$ cat config.mk
export PLATFORM = sky130hd
export DESIGN_NAME = spike_burst_detector_unit
export DESIGN_NICKNAME = d
export VERILOG_FILES = /design/src/hw/rtl/sbd_pkg.sv /design/src/hw/rtl/sbd_queue.sv /design/src/hw/rtl/sbd_front.sv /design/src/hw/rtl/sbd_back.sv /design/src/hw/rtl/spike_burst_detector_unit.sv
export VERILOG_INCLUDE_DIRS = /design/src /design/src/hw/rtl
export SDC_FILE = /design/constraint.sdc
export NUM_CORES = 1
export LEC_CHECK = 0
export BUFFER_PORTS_ARGS = -buffer_cell sky130_fd_sc_hd__buf_2
export CAP_MARGIN = 10
export CORE_MARGIN = 4
export CORE_UTILIZATION = 54
export CTS_BUF_LIST = sky130_fd_sc_hd__clkbuf_8 sky130_fd_sc_hd__clkbuf_16
export DETAILED_ROUTE_END_ITERATION = 8
export GPL_ROUTABILITY_DRIVEN = 0
export GPL_TIMING_DRIVEN = 0
export PLACE_DENSITY = 0.76
export SETUP_SLACK_MARGIN = 0.02
export SYNTH_ARGS = -nofsm -noshare
export SYNTH_HDL_FRONTEND = slang
export SYNTH_SLANG_ARGS = --single-unit
$ cat constraint.sdc
create_clock -name aclk -period 11.66 [get_ports aclk]
set_input_delay 0.583 -clock aclk [delete_from_list [all_inputs] [get_ports aclk]]
set_output_delay 0.583 -clock aclk [all_outputs]
set_load 0.005 [all_outputs]
$ cat src/hw/rtl/spike_burst_detector_unit_assert.svh
// ----------------------------------------------------------------------------
// Spike burst detector assertion macros
// Shared property macros, clocked on aclk and disabled while aresetn is low.
// ----------------------------------------------------------------------------
`ifndef SPIKE_BURST_DETECTOR_UNIT_ASSERT_SVH
`define SPIKE_BURST_DETECTOR_UNIT_ASSERT_SVH

// Same-cycle implication.
`define SBD_ASSERT_IMPL(label, ante, cons, msg) \
    label: assert property (@(posedge aclk) disable iff (!aresetn) \
        (ante) |-> (cons)) else $error(msg);

// Next-cycle implication.
`define SBD_ASSERT_NEXT(label, ante, cons, msg) \
    label: assert property (@(posedge aclk) disable iff (!aresetn) \
        (ante) |=> (cons)) else $error(msg);

`endif

$ cat src/hw/rtl/sbd_pkg.sv
// ----------------------------------------------------------------------------
// Spike burst detector package
// Field widths, beat types, configuration register indexes and constants.
// ----------------------------------------------------------------------------
package sbd_pkg;

    localparam int ID_W        = 31;
    localparam int TIME_W      = 32;
    localparam int COUNT_W     = 32;
    localparam int GAP_W       = 31;
    localparam int CFG_DATA_W  = 32;
    localparam int CFG_INDEX_W = 2;

    typedef logic [CFG_INDEX_W-1:0] cfg_index_t;

    localparam cfg_index_t CFG_WINDOW_START = 2'd0;
    localparam cfg_index_t CFG_WINDOW_END   = 2'd1;
    localparam cfg_index_t CFG_MAX_GAP      = 2'd2;

    localparam logic [COUNT_W-1:0] COUNT_MAX = '1;

    typedef struct packed {
        logic [ID_W-1:0]   spike_id;
        logic [TIME_W-1:0] spike_time;
    } spike_in_t;

    typedef struct packed {
        logic [ID_W-1:0]    first_id;
        logic [TIME_W-1:0]  first_time;
        logic [COUNT_W-1:0] spike_count;
        logic [TIME_W-1:0]  burst_length;
    } burst_out_t;

    typedef struct packed {
        logic [TIME_W-1:0] window_start;
        logic [TIME_W-1:0] window_end;
        logic [GAP_W-1:0]  max_gap;
    } cfg_t;

endpackage

$ cat src/hw/rtl/sbd_queue.sv
// ----------------------------------------------------------------------------
// Spike burst detector event queue
// Small first-word-fall-through queue between the front and back ends.
// ----------------------------------------------------------------------------
module sbd_queue #(
    parameter int DEPTH = 4
) (
    input  logic              aclk,
    input  logic              aresetn,
    input  logic              push_i,
    input  sbd_pkg::spike_in_t push_data_i,
    input  logic              pop_i,
    output sbd_pkg::spike_in_t pop_data_o,
    output logic              full_o,
    output logic              empty_o
);
    import sbd_pkg::*;

    localparam int PTR_W = (DEPTH > 1) ? $clog2(DEPTH) : 1;
    localparam int CNT_W = $clog2(DEPTH + 1);
    localparam logic [PTR_W-1:0] LAST_PTR  = PTR_W'(DEPTH - 1);
    localparam logic [CNT_W-1:0] FULL_CNT  = CNT_W'(DEPTH);

    spike_in_t        mem_reg [DEPTH];
    logic [PTR_W-1:0] wr_ptr_reg, wr_ptr_next;
    logic [PTR_W-1:0] rd_ptr_reg, rd_ptr_next;
    logic [CNT_W-1:0] count_reg, count_next;

    assign full_o     = (count_reg == FULL_CNT);
    assign empty_o    = (count_reg == '0);
    assign pop_data_o = mem_reg[rd_ptr_reg];

    always_comb begin
        wr_ptr_next = wr_ptr_reg;
        rd_ptr_next = rd_ptr_reg;
        count_next  = count_reg;
        if (push_i) begin
            wr_ptr_next = (wr_ptr_reg == LAST_PTR) ? '0 : wr_ptr_reg + PTR_W'(1);
        end
        if (pop_i) begin
            rd_ptr_next = (rd_ptr_reg == LAST_PTR) ? '0 : rd_ptr_reg + PTR_W'(1);
        end
        if (push_i && !pop_i) begin
            count_next = count_reg + CNT_W'(1);
        end else if (pop_i && !push_i) begin
            count_next = count_reg - CNT_W'(1);
        end
    end

    always_ff @(posedge aclk) begin
        if (!aresetn) begin
            wr_ptr_reg <= '0;
            rd_ptr_reg <= '0;
            count_reg  <= '0;
        end else begin
            wr_ptr_reg <= wr_ptr_next;
            rd_ptr_reg <= rd_ptr_next;
            count_reg  <= count_next;
        end
    end

    always_ff @(posedge aclk) begin
        if (push_i) begin
            mem_reg[wr_ptr_reg] <= push_data_i;
        end
    end

endmodule

$ cat src/hw/rtl/sbd_front.sv
// ----------------------------------------------------------------------------
// Spike burst detector front end
// Accepts spike beats and keeps only those inside the time window.
// ----------------------------------------------------------------------------
module sbd_front (
    input  logic               s_valid,
    output logic               s_ready,
    input  sbd_pkg::spike_in_t s_data,
    input  sbd_pkg::cfg_t      cfg_i,
    input  logic               q_full_i,
    output logic               push_o,
    output sbd_pkg::spike_in_t push_data_o
);
    import sbd_pkg::*;

    logic after_start;
    logic before_end;
    logic in_window;

    // A window end of zero leaves the window open at the top.
    assign after_start = (s_data.spike_time >= cfg_i.window_start);
    assign before_end  = (cfg_i.window_end == '0) ||
                         (s_data.spike_time <= cfg_i.window_end);
    assign in_window   = after_start && before_end;

    // Out-of-window beats are taken and dropped without touching the queue.
    assign s_ready     = !q_full_i;
    assign push_o      = s_valid && !q_full_i && in_window;
    assign push_data_o = s_data;

endmodule

$ cat src/hw/rtl/sbd_back.sv
// ----------------------------------------------------------------------------
// Spike burst detector back end
// Tracks the running burst and holds the finished-burst report register.
// ----------------------------------------------------------------------------
module sbd_back (
    input  logic                aclk,
    input  logic                aresetn,
    input  sbd_pkg::cfg_t       cfg_i,
    input  logic                q_empty_i,
    input  sbd_pkg::spike_in_t  q_data_i,
    output logic                pop_o,
    output logic                m_valid,
    input  logic                m_ready,
    output sbd_pkg::burst_out_t m_data
);
    import sbd_pkg::*;
    `include "spike_burst_detector_unit_assert.svh"

    logic [TIME_W-1:0]  last_time_reg, last_time_next;
    logic [ID_W-1:0]    last_id_reg, last_id_next;
    logic               bursting_reg, bursting_next;
    logic [TIME_W-1:0]  start_time_reg, start_time_next;
    logic [ID_W-1:0]    start_id_reg, start_id_next;
    logic [COUNT_W-1:0] count_reg, count_next;
    logic               out_valid_reg, out_valid_next;
    burst_out_t         out_data_reg, out_data_next;

    logic [TIME_W-1:0]  gap;
    logic               gap_ok;
    logic               pop;

    // An event is consumed only when the report register can take a result.
    assign pop     = !q_empty_i && (!out_valid_reg || m_ready);
    assign pop_o   = pop;
    assign gap     = q_data_i.spike_time - last_time_reg;
    assign gap_ok  = (last_time_reg != '0) && (gap <= {1'b0, cfg_i.max_gap});

    always_comb begin
        last_time_next  = last_time_reg;
        last_id_next    = last_id_reg;
        bursting_next   = bursting_reg;
        start_time_next = start_time_reg;
        start_id_next   = start_id_reg;
        count_next      = count_reg;
        out_valid_next  = out_valid_reg && !m_ready;
        out_data_next   = out_data_reg;
        if (pop) begin
            if (gap_ok) begin
                if (!bursting_reg) begin
                    // The previous spike opens the burst; this one is its second.
                    start_time_next = last_time_reg;
                    start_id_next   = last_id_reg;
                    count_next      = COUNT_W'(2);
                end else if (count_reg != COUNT_MAX) begin
                    count_next = count_reg + COUNT_W'(1);
                end
                bursting_next = 1'b1;
            end else if (bursting_reg) begin
                out_valid_next             = 1'b1;
                out_data_next.first_id     = start_id_reg;
                out_data_next.first_time   = start_time_reg;
                out_data_next.spike_count  = count_reg;
                out_data_next.burst_length = last_time_reg - start_time_reg;
                bursting_next              = 1'b0;
                count_next                 = '0;
            end
            last_time_next = q_data_i.spike_time;
            last_id_next   = q_data_i.spike_id;
        end
    end

    always_ff @(posedge aclk) begin
        if (!aresetn) begin
            last_time_reg <= '0;
            last_id_reg   <= '0;
            bursting_reg  <= 1'b0;
            count_reg     <= '0;
            out_valid_reg <= 1'b0;
        end else begin
            last_time_reg <= last_time_next;
            last_id_reg   <= last_id_next;
            bursting_reg  <= bursting_next;
            count_reg     <= count_next;
            out_valid_reg <= out_valid_next;
        end
    end

    always_ff @(posedge aclk) begin
        start_time_reg <= start_time_next;
        start_id_reg   <= start_id_next;
        out_data_reg   <= out_data_next;
    end

    assign m_valid = out_valid_reg;
    assign m_data  = out_data_reg;

    `SBD_ASSERT_IMPL(a_count_in_burst, bursting_reg, count_reg >= COUNT_W'(2), "count below two in burst")
    `SBD_ASSERT_IMPL(a_count_idle, !bursting_reg, count_reg == '0, "count nonzero outside burst")
    `SBD_ASSERT_IMPL(a_report_count, out_valid_reg, out_data_reg.spike_count >= COUNT_W'(2), "short burst reported")
    `SBD_ASSERT_NEXT(a_report_closes, pop && !gap_ok && bursting_reg, !bursting_reg && out_valid_reg, "burst end not reported")

endmodule

$ cat src/hw/rtl/spike_burst_detector_unit.sv
// ----------------------------------------------------------------------------
// Spike burst detector
// Maximum-interval burst detection on a stream of timestamped spike beats.
// ----------------------------------------------------------------------------
//
//   Channel   Direction   Beat contents
//   s_        in          spike_id (31 b), spike_time (32 b)
//   m_        out         first_id, first_time, spike_count, burst_length
//   cfg_      in          write enable, register index, 32-bit write data
//
// The block accepts one spike beat per cycle while the queue is not full.
// A report is registered in the output register once the beat that ends
// the burst has passed through the queue and been popped by the back end.
// Sustained rate is one beat per cycle while m_ready keeps up, set by the
// gap compare and count update that the back end does for each pop.
// Reset is synchronous and active low; it clears the burst state and the
// queue at once, with no clearing pass.
// A stalled m_ready holds the report; the queue keeps taking beats until it
// is full, and s_ready drops only then.
//
// The front end checks each beat against the time window and drops those
// outside it. Beats inside the window go through a short queue to the back
// end, which follows the current burst. A burst is a run of spikes whose
// gaps to the spike before are at most max_gap; it is reported only when a
// later in-window spike breaks the run, so an open burst is never flushed.
// A previous time of zero means there is no previous spike.
//
module spike_burst_detector_unit #(
    parameter int QUEUE_DEPTH = 4
) (
    input  logic                              aclk,
    input  logic                              aresetn,
    input  logic                              s_valid,
    output logic                              s_ready,
    input  sbd_pkg::spike_in_t                s_data,
    output logic                              m_valid,
    input  logic                              m_ready,
    output sbd_pkg::burst_out_t               m_data,
    input  logic                              cfg_wr_en,
    input  sbd_pkg::cfg_index_t               cfg_index,
    input  logic [sbd_pkg::CFG_DATA_W-1:0]    cfg_wdata
);
    import sbd_pkg::*;

    // Configuration registers. Writes to an unused index are ignored.
    cfg_t cfg_reg, cfg_next;

    always_comb begin
        cfg_next = cfg_reg;
        if (cfg_wr_en) begin
            case (cfg_index)
                CFG_WINDOW_START: cfg_next.window_start = cfg_wdata[TIME_W-1:0];
                CFG_WINDOW_END:   cfg_next.window_end   = cfg_wdata[TIME_W-1:0];
                CFG_MAX_GAP:      cfg_next.max_gap      = cfg_wdata[GAP_W-1:0];
                default:          cfg_next              = cfg_reg;
            endcase
        end
    end

    always_ff @(posedge aclk) begin
        if (!aresetn) begin
            cfg_reg <= '0;
        end else begin
            cfg_reg <= cfg_next;
        end
    end

    logic      q_push;
    spike_in_t q_push_data;
    logic      q_pop;
    spike_in_t q_pop_data;
    logic      q_full;
    logic      q_empty;

    // Window classification of incoming beats.
    sbd_front u_front (
        .s_valid     (s_valid),
        .s_ready     (s_ready),
        .s_data      (s_data),
        .cfg_i       (cfg_reg),
        .q_full_i    (q_full),
        .push_o      (q_push),
        .push_data_o (q_push_data)
    );

    // Decouples window checking from burst tracking so each side stalls alone.
    sbd_queue #(
        .DEPTH (QUEUE_DEPTH)
    ) u_queue (
        .aclk        (aclk),
        .aresetn     (aresetn),
        .push_i      (q_push),
        .push_data_i (q_push_data),
        .pop_i       (q_pop),
        .pop_data_o  (q_pop_data),
        .full_o      (q_full),
        .empty_o     (q_empty)
    );

    // Burst tracking and the report register.
    sbd_back u_back (
        .aclk      (aclk),
        .aresetn   (aresetn),
        .cfg_i     (cfg_reg),
        .q_empty_i (q_empty),
        .q_data_i  (q_pop_data),
        .pop_o     (q_pop),
        .m_valid   (m_valid),
        .m_ready   (m_ready),
        .m_data    (m_data)
    );

endmodule
==> metrics.txt, run 1 <==
GR Layer Usage met1=31.9%; reg2reg path depth=23; Placed Cells=3249; hold path start=s_data[58]; GRT Total Usage=23.5%; CP max stage cell=clkbuf_1; die height=236 µm; WP data required=11.95 ns; drt initial violations=1663; Max H-tree Level=3; mapped cell area=0.0282 mm²; drt pass-1 iters=5; M3 GR Usage=3.97%; final HPWL from detailed placement=49300 µm; vias per cell=5.74; met2 Usage GRT=39.0%; post-route total power=8.48 mW; CORE AREA=0.0515 mm²; post-layout instance area=0.0325 mm²; Avg WL per Cell=20.0 µm; RSZ-0062 raised after global routing=no; Reg-to-Reg End=u_back.start_id_reg[20]; DP Area=0.0304 mm²; P&R area growth vs syn=15.4%; worst slew pin tran=1.31 ns; Post-synth EDFFs=442; Die ar.=0.0559 mm²; Synth Flop Type=edfxtp_1; f_max=117 MHz; gr ovfl total=0; clock skew=0.0216 ns; gr busiest metal=met2; post_cts resized=0; #FFs+latches synth=643; Synth top area share=47.1%; Final setup viols=0; Seq/Total Area, Yosys=61.4%; critical path class=register to register; Synth cell types=68; post-CTS setup buffers=0; Max VDD drop=168 µV; DR vias=19335; # rows=83; Worst Hold Depth=1; worst hold slack=0.198 ns; r2r setup slk=3.12 ns; slowest stage delay, CP=0.65 ns; dpl ws=3.39 ns; IO buf count=230; Ports=231; top-count cell post-synth=edfxtp_1; MaxCap Viol Count=0; Worst Hold Class=input pin to register; critical-path maximum fanout=33; pin count of the biggest net entering global routing=44; fin crit period=8.54 ns; fraction of layout cells with a size suffix above 1=15.7%; CTS Buf Count=67; Pins Over Slew Limit=0; Gate Count Post-Synth=2330; Post-Syn Nets=2599; Final Hold Violating Endpoints=0; clk_lat worst skew=0.60 ns; TritonCTS clock tree=done; Avg Cell Area, Syn=12.1 µm²; Hold-fix buffers, CTS=0; asr flop ratio synth=0%; critical path arrival=8.83 ns; most frequent cells after synthesis=edfxtp_1 (442), nand2_1 (383), a21oi_1 (264); final setup TNS=0 ns; DRC Markers=0; Initial Util=54.7%; Most Frequent Cell on Critical Path=clkbuf_1; Finished Layout Cells=3371; clock root buffer=clkbuf_16; fin nets=2907; Critical Path End=u_back.start_id_reg[20]; vias in the first global route=19012; crit-path cells=clkbuf_1 -> clkbuf_1 -> mux4_2 -> ha_1 -> and3_1 -> a211oi_1 -> and4_1 -> nor4_1 -> o31ai_1 -> a21oi_1 -> o211a_1 -> or4b_2 -> and3_1 -> ha_1 -> nand3_1 -> nor4_1 -> nand3_1 -> a21oi_1 -> and2_0 -> clkbuf_1 -> nand2_1 -> nor2_4 -> buf_12; clock tree sinks=643; synth top area cells=edfxtp_1 (47%), dfxtp_1 (14%), ha_1 (7.3%); clock slew at reported path FFs=0.06 ns; Longest Clk Path Bufs=3; final core occ=63.2%; Slew HR=11.7%; largest area contributor in the netlist=edfxtp_1; global-route wire length before repair=104000 µm; final clock period utilization by the worst path=73.3%; final setup margin=3.12 ns; CP Capture Type=register; Leakage Power=11.9 nW; Setup crit start kind=register; initial antenna violation count=2; Final ANT Viol Nets=0; DIE WIDTH=236 µm; yosys warns=0; Largest register FFs=252; detailed-route wire length=67300 µm; status=completed; Power Dens Cells=260 mW/mm²
-- final cells by class --
class / count / area [µm²]
Clock inverter: 51 / 390
Clock buffer: 70 / 1720
Buffer: 84 / 329
Timing Repair Buffer: 239 / 1360
Tap cell: 680 / 851
Inverter: 186 / 698
Sequential cell: 643 / 17300
Fill cell: 3858 / 19000
Multi-Input combinational cell: 1417 / 9890
Antenna cell: 1 / 2.50
-- per-layer routing --
metal  up-vias  part of all wire [%]
met4         2                   3.5
met3       145                   6.8
met1      9342                    42
li1       9121                     -
met2       725                    48
met5         -                 0.019
-- critical path: cells and delay by family, from the launching register on --
kind / cells / cell delay, ns
AOI/OAI and AO/OA: 5 / 1.71
adders and majority gates: 2 / 0.70
buffers and inverters: 4 / 1.79
DFF: 1 / 0.31
muxes: 1 / 0.47
and+or+nand+nor: 11 / 3.21
-- power breakdown --
group / switching [mW] / internal [mW]
clock network: 0.875 / 1.16
registers: 0.196 / 2.93
logic: 1.97 / 1.33
total: 3.04 / 5.43
-- logic make-up after synthesis --
logic type	synth area share, %
buffers and inverters	3.64
multiplexers	5.17
XOR/XNOR	1.58
AO/OA/AOI/OAI	10.5
flip-flops	61.4
AND/OR/NAND/NOR	10.3
adder cells (fa/ha/maj)	7.49
-- how the worst min path moves through the flow --
stage | end | slack [ns]
final | u_queue.mem_reg[0][58] | 0.20
after CTS | u_queue.mem_reg[1][36] | 0.17
after global placement | u_back.m_data[105] | 0.40
after global routing | u_queue.mem_reg[2][59] | 0.17
after floorplan | u_back.m_data[100] | 0.40
after detailed placement | u_back.m_data[120] | 0.40
-- layout by cell type (no fill, tap or decap), types with 37 or more instances in the layout --
cell,n
clkbuf_1,61
buf_2,235
nor2_1,51
ha_1,164
edfxtp_1,442
inv_1,204
o21ai_0,47
a21o_1,53
dfxtp_1,201
clkbuf_16,67
mux4_2,63
a21oi_1,264
xnor2_1,37
nand2_1,383
(Power assumes the default switching activity.)
==> run 2: changes to the inputs <==
Clock period 11.66 ns to 7.6 ns, I/O delays scaled along.
==> run 2 against run 1 <==
- sequential share of layout area is 0.66 points lower
- setup slack worse by 2.9 ns
- clock skew is 0.010 ns higher
- critical path depth stayed put
- global-route usage is 0.20 points higher
- worst hold slack worse by 0.16 ns
- power is 54% higher
- clock power is 54% higher
- cell count is 0.98% higher
- largest power group unchanged
- highest routed layer is now met4
==> metrics.txt, run 2 (synthesis results as in run 1) <==
Initial Util=54.7% (unchanged); Power Dens Cells=397 mW/mm² (was 260 mW/mm²); global-route wire length before repair=105000 µm (was 104000 µm); Avg WL per Cell=19.9 µm (was 20.0 µm); fin crit period=7.37 ns (was 8.54 ns); post-route total power=13.1 mW (was 8.48 mW); f_max=136 MHz (was 117 MHz); # rows=83 (unchanged); most frequent cells in the layout=edfxtp_1 (442), nand2_1 (383), a21oi_1 (263), buf_2 (235), dfxtp_1 (200) (was edfxtp_1 (442), nand2_1 (383), a21oi_1 (264), buf_2 (235), inv_1 (204)); status=completed (unchanged); MaxCap Viol Count=0 (unchanged); clock skew=0.0317 ns (was 0.0216 ns); Worst Hold Class=input pin to register (unchanged); DIE WIDTH=236 µm (unchanged); Longest Clk Path Bufs=3 (unchanged); critical-path maximum fanout=32 (was 33); Ports=231 (unchanged); final-layout fill cell count=3812 (was 3858); Max VDD drop=272 µV (was 168 µV); critical path's top delay family=simple AND/OR/NAND/NOR gates (unchanged); detailed-route wire length=67800 µm (was 67300 µm); RSZ-0062 raised after global routing=no (unchanged); CP max stage cell=or4b_2 (was clkbuf_1); final setup margin=0.234 ns (was 3.12 ns); DR vias=19541 (was 19335); clk_lat worst skew=0.61 ns (was 0.60 ns); pin count of the biggest net entering global routing=44 (unchanged); IO buf count=230 (unchanged); final HPWL from detailed placement=49700 µm (was 49300 µm); Setup crit start kind=register (unchanged); critical path class=register to register (unchanged); DRC Markers=0 (unchanged); clock slew at reported path FFs=0.06 ns (about the same); CP Capture Type=register (unchanged); slowest stage delay, CP=0.60 ns (was 0.65 ns); CORE AREA=0.0515 mm² (unchanged); dpl ws=-1.03 ns (was 3.39 ns); initial antenna violation count=1 (was 2); drt initial violations=1451 (was 1663); final core occ=64.0% (was 63.2%); gr ovfl total=0 (unchanged); clock tree sinks=643 (unchanged); Largest register FFs=252 (unchanged); P&R area growth vs syn=16.9% (was 15.4%); clock root buffer=clkbuf_16 (unchanged); drt pass-1 iters=5 (unchanged); Leakage Power=12.1 nW (was 11.9 nW); Placed Cells=3250 (was 3249); Final ANT Viol Nets=0 (unchanged); worst hold slack=0.0381 ns (was 0.198 ns); Slew HR=13.6% (was 11.7%); die height=236 µm (unchanged); vias in the first global route=19244 (was 19012); fin nets=2939 (was 2907); most common cell after layout, fill and taps aside=edfxtp_1 (unchanged); Pins Over Slew Limit=0 (unchanged); crit-path cells=buf_6 -> buf_4 -> mux4_2 -> ha_1 -> and3_1 -> a211oi_1 -> and4_1 -> nor4_1 -> o31ai_2 -> a21oi_1 -> o211a_1 -> or4b_2 -> and3_1 -> ha_1 -> nand3_1 -> nor4_2 -> nand3_2 -> a21oi_2 -> and2_0 -> clkbuf_1 -> nand2_1 -> nor2_4 -> buf_12 (was clkbuf_1 -> clkbuf_1 -> mux4_2 -> ha_1 -> and3_1 -> a211oi_1 -> and4_1 -> nor4_1 -> o31ai_1 -> a21oi_1 -> o211a_1 -> or4b_2 -> and3_1 -> ha_1 -> nand3_1 -> nor4_1 -> nand3_1 -> a21oi_1 -> and2_0 -> clkbuf_1 -> nand2_1 -> nor2_4 -> buf_12); Final Hold Violating Endpoints=0 (unchanged); Die ar.=0.0559 mm² (unchanged); vias per cell=5.74 (about the same); TritonCTS clock tree=done (unchanged); fraction of layout cells with a size suffix above 1=16.0% (was 15.7%); GRT Total Usage=23.7% (was 23.5%); final clock period utilization by the worst path=96.9% (was 73.3%); worst slew pin tran=1.29 ns (was 1.31 ns); Finished Layout Cells=3404 (was 3371); WP data required=7.89 ns (was 11.95 ns); Max H-tree Level=3 (unchanged); critical path arrival=7.65 ns (was 8.83 ns); CTS Buf Count=66 (was 67); Buf/Inv on CP=4 (unchanged); Final setup viols=0 (unchanged)
## run 2: path summary, 6_finish.rpt
kind | startpoint | end | slack (ns) | cells past startpoint
hold reg to reg | u_back.start_id_reg[29] | u_back.m_data[125] | 0.41 | 0
setup / recovery | register | u_back.start_time_reg[11] | 0.23 | 23
hold / removal | s_data[0] | u_queue.mem_reg[3][0] | 0.04 | 1
setup reg to reg | register | u_back.start_time_reg[11] | 0.23 | 23
## run 2: where the power goes
| part | internal [mW] | total [mW] | switching, mW |
|---|---|---|---|
| combinational | 2.09 | 5.11 | 3.03 |
| sequential | 4.50 | 4.83 | 0.322 |
| clock | 1.80 | 3.15 | 1.35 |
## run 2: final cells by class
class	instances	area (µm²)	area share, %
clock inverters	50	423	1.28
plain buffers	83	335	1.02
repair buffers	273	1710	5.20
diodes	1	2.50	0.00759
multi-input cells	1417	9910	30.1
flip-flops and latches	643	17300	52.5
well taps	680	851	2.58
clock buffers	71	1720	5.22
inverters	186	698	2.12
## run 2: worst reg2reg max path, stage by stage, from the launching register on
cell and delay [ns]:
dfxtp_1 0.32, buf_6 0.21, buf_4 0.29, mux4_2 0.59, ha_1 0.39, and3_1 0.19, a211oi_1 0.31, and4_1 0.30
nor4_1 0.09, o31ai_2 0.37, a21oi_1 0.21, o211a_1 0.28, or4b_2 0.60, and3_1 0.20, ha_1 0.30, nand3_1 0.15
nor4_2 0.49, nand3_2 0.28, a21oi_2 0.29, and2_0 0.16, clkbuf_1 0.30, nand2_1 0.17, nor2_4 0.29, buf_12 0.24
## run 2: per-layer routing
| metal | GRT usage [%] | vias up | routed length (µm) |
|---|---|---|---|
| met5 | 0 | - | 0 |
| met4 | 8.63 | 0 | 2230 |
| met3 | 3.66 | 132 | 4510 |
| met2 | 40.2 | 769 | 32900 |
| met1 | 31.3 | 9435 | 28200 |
| li1 | - | 9205 | - |
## run 2: timing repair
| item | 4_1_cts | 5_1_grt |
|---|---|---|
| gates resized for setup | 7 | 3 |
| hold buffers | 31 | 0 |
| setup endpoints to repair | 224 | 151 |
| pin swaps | 1 | 0 |
| hold endpoints to repair | 122 | 0 |
| setup buffers | 2 | 0 |
## run 2: per-stage QoR
step,area [µm²],TNS (ns)
floorplan,28200,0
global placement,30200,-433.91
detailed placement,30500,-164.67
CTS,32900,0
global route,33000,0
finish,33000,0
==> run 3: changes to the inputs <==
Settings changed: SYNTH_HIERARCHICAL set to 1.
==> run 3 against run 2 <==
- sequential share of layout area decreased by 1.3 points
- area after synthesis up 3.1%
- combinational power increased by 3%
- cell count shrank 1.3%
- synthesized cell count is 1.2% lower
- first-iteration DRC count rose by 15%
- wire length decreased by 0.23%
- global-route usage down 0.67 points
- clock power is 6% higher
==> metrics.txt, run 3 <==
global-route wire length before repair=104000 µm (was 105000 µm); FF+latch area=0.0173 mm² (about the same); Longest Clk Path Bufs=3 (unchanged); DIE WIDTH=240 µm (was 236 µm); clock root buffer=clkbuf_16 (unchanged); drt pass-1 iters=6 (was 5); Gate Count Post-Synth=2303 (was 2330); Placed Cells=3199 (was 3250); #FFs+latches synth=643 (unchanged); Die ar.=0.0576 mm² (was 0.0559 mm²); largest area contributor in the netlist=edfxtp_1 (unchanged); post-route total power=13.4 mW (was 13.1 mW); RSZ-0062 raised after global routing=no (unchanged); Avg Cell Area, Syn=12.6 µm² (was 12.1 µm²); Post-synth EDFFs=442 (unchanged); IO buf count=199 (was 230); r2r setup slk=0.35 ns (was 0.23 ns); f_max=138 MHz (was 136 MHz); pin count of the biggest net entering global routing=48 (was 44); asr flop ratio synth=0% (unchanged); critical path class=register to register (unchanged); fraction of layout cells with a size suffix above 1=19.3% (was 16.0%); CP Capture Type=register (unchanged); critical path arrival=7.52 ns (was 7.65 ns); drt initial violations=1667 (was 1451); final clock period utilization by the worst path=95.4% (was 96.9%); Most Frequent Cell on Critical Path=buf_12; clk_lat worst skew=0.61 ns (about the same); mapped cell area=0.0291 mm² (was 0.0282 mm²); Leakage Power=12.9 nW (was 12.1 nW); crit-path cells=buf_6 -> buf_12 -> mux4_2 -> ha_1 -> a211oi_1 -> nand2_1 -> o2111ai_1 -> and4b_1 -> nor2_1 -> and2_1 -> a311oi_1 -> o21bai_1 -> a21oi_1 -> xnor2_1 -> ha_1 -> nand4_1 -> nor4_1 -> a2111oi_2 -> o21a_1 -> o31ai_1 -> nand3_1 -> clkinvlp_4 -> buf_12 -> buf_12 (was buf_6 -> buf_4 -> mux4_2 -> ha_1 -> and3_1 -> a211oi_1 -> and4_1 -> nor4_1 -> o31ai_2 -> a21oi_1 -> o211a_1 -> or4b_2 -> and3_1 -> ha_1 -> nand3_1 -> nor4_2 -> nand3_2 -> a21oi_2 -> and2_0 -> clkbuf_1 -> nand2_1 -> nor2_4 -> buf_12); vias in the first global route=18887 (was 19244); # rows=84 (was 83); Final setup viols=0 (unchanged); fin crit period=7.25 ns (was 7.37 ns); clock tree sinks=643 (unchanged); initial antenna violation count=1 (unchanged); most frequent cells after synthesis=edfxtp_1 (442), nand2_1 (326), dfxtp_1 (201) (was edfxtp_1 (442), nand2_1 (383), a21oi_1 (264)); Synth top area share=45.7% (was 47.1%); critical-path maximum fanout=47 (was 32); worst slew pin tran=0.820 ns (was 1.29 ns); Power Dens Cells=396 mW/mm² (was 397 mW/mm²); Largest register FFs=252 (unchanged); die height=240 µm (was 236 µm); fin nets=2886 (was 2939); Avg WL per Cell=20.1 µm (was 19.9 µm); most frequent cells in the layout=edfxtp_1 (442), nand2_1 (326), buf_2 (216), dfxtp_1 (200), inv_1 (193) (was edfxtp_1 (442), nand2_1 (383), a21oi_1 (263), buf_2 (235), dfxtp_1 (200)); clock skew=0.0332 ns (was 0.0317 ns); P&R area growth vs syn=16.2% (was 16.9%); slowest stage delay, CP=0.58 ns (was 0.60 ns); GRT Total Usage=23.1% (was 23.7%); Slew HR=44.8% (was 13.6%); final HPWL from detailed placement=48300 µm (was 49700 µm); area occupied by multi-input gates=0.0101 mm² (was 0.00991 mm²); Worst Hold Class=input pin to register (unchanged); Setup crit start kind=register (unchanged); Initial Util=54.9% (was 54.7%); Max H-tree Level=3 (unchanged); Ports=231 (unchanged); detailed-route wire length=67600 µm (was 67800 µm); synth top area cells=edfxtp_1 (46%), dfxtp_1 (14%), ha_1 (7.1%) (was edfxtp_1 (47%), dfxtp_1 (14%), ha_1 (7.3%)); DR vias=18955 (was 19541); top-count cell post-synth=edfxtp_1 (unchanged); Final ANT Viol Nets=0 (unchanged); yosys warns=6 (was 0); CORE AREA=0.0530 mm² (was 0.0515 mm²); vias per cell=5.64 (was 5.74); CP max stage cell=nor4_1 (was or4b_2); Synth cell types=85 (was 68); clock slew at reported path FFs=0.06 ns (about the same); Post-Syn Nets=2572 (was 2599); CTS Buf Count=68 (was 66); WP data required=7.87 ns (was 7.89 ns); DRC Markers=0 (unchanged); gr ovfl total=0 (unchanged); Finished Layout Cells=3361 (was 3404); Seq/Total Area, Yosys=59.5% (was 61.4%); Final Hold Violating Endpoints=0 (unchanged); Synth Flop Type=edfxtp_1 (unchanged); Max VDD drop=189 µV (was 272 µV); final-layout fill cell count=3940 (was 3812); status=completed (unchanged); TritonCTS clock tree=done (unchanged); Pins Over Slew Limit=0 (unchanged); most common cell after layout, fill and taps aside=edfxtp_1 (unchanged); MaxCap Viol Count=0 (unchanged)
run 3: cell count changes after synthesis, sizes merged, moves of 14 or more:
cell and change:
a21oi -104, mux2i +96, buf +84, nand2 -57, clkbuf -35, o21ai +22
a21o -17, o21a -17, a31oi -16, or3 -14
run 3: path summary, 6_finish.rpt:
kind | end | cells after the start | start
min | cfg_reg[62] | 3 | cfg_wdata[31]
min reg2reg | u_back/m_data[96] | 0 | u_back/start_id_reg[0]
max reg2reg | u_back/m_data[65] | 24 | register
max | u_back/m_data[65] | 24 | register
run 3: where the power goes:
group / internal, mW / total (mW) / switching, mW
sequential: 4.48 / 4.79 / 0.306
combinational: 2.22 / 5.26 / 3.04
clock: 1.94 / 3.33 / 1.39
total: 8.64 / 13.4 / 4.74
run 3: metrics by stage:
step,worst slack [ns],area (µm²),setup TNS (ns),utilization [%],hold slack (ns)
after floorplan,0.460,29100,0,-,0.400
after detailed placement,-0.196,31100,-12.54,58.8,0.405
after global routing,0.121,33800,0,63.8,0.0633
after CTS,0.0745,33700,0,63.7,0.0283
after global placement,-1.75,30900,-317.50,58.4,0.402
final,0.352,33800,0,63.8,0.0657
run 3: cell type report:
| cell class | instances | share of cell area, % |
|---|---|---|
| Timing Repair inverter | 1 | 0.0148 |
| Antenna cell | 1 | 0.00741 |
| Sequential cell | 643 | 51.2 |
| Inverter | 188 | 2.10 |
| Buffer | 132 | 2.90 |
| Timing Repair Buffer | 243 | 4.54 |
| Multi-Input combinational cell | 1340 | 29.9 |
| Clock buffer | 69 | 5.08 |
| Clock inverter | 56 | 1.66 |
| Tap cell | 688 | 2.55 |
run 3: kinds of logic (layout without fill, tap and decap cells):
group	after synthesis	after routing	share of synthesized area, %
DFF	643	643	59.5
and+or+nand+nor	574	575	9.05
AOI/OAI and AO/OA	375	375	8.18
buffers and inverters	321	689	5.81
adders and majority gates	167	167	7.27
muxes	164	164	8.40
xor gates and xnor gates	59	59	1.78
other	0	1	0
run 3: per-layer routing:
| metal | part of all wire [%] | GRT usage [%] | up-vias |
|---|---|---|---|
| li1 | - | - | 8956 |
| met1 | 43 | 31.5 | 9192 |
| met2 | 49 | 38.6 | 695 |
| met3 | 6.0 | 3.02 | 112 |
| met4 | 2.7 | 8.03 | 0 |
| met5 | 0 | 0 | - |
run 3: repair_timing:
action,CTS,global route
pin swaps,1,1
hold buffers,31,0
endpoints found under the setup margin,124,180
setup buffers,0,4
hold endpoints to repair,124,0
gates resized for setup,0,2
gates cloned,2,0
run 3: worst max-delay path: cells and delay by family (launching register included):
| family | cells | cell delay, ns |
|---|---|---|
| compound gates | 8 | 2.06 |
| simple gates | 7 | 1.92 |
| buf+inv | 5 | 1.22 |
| fa+ha+maj | 2 | 0.70 |
| mux | 1 | 0.56 |
| flops | 1 | 0.32 |
| xor+xnor | 1 | 0.10 |
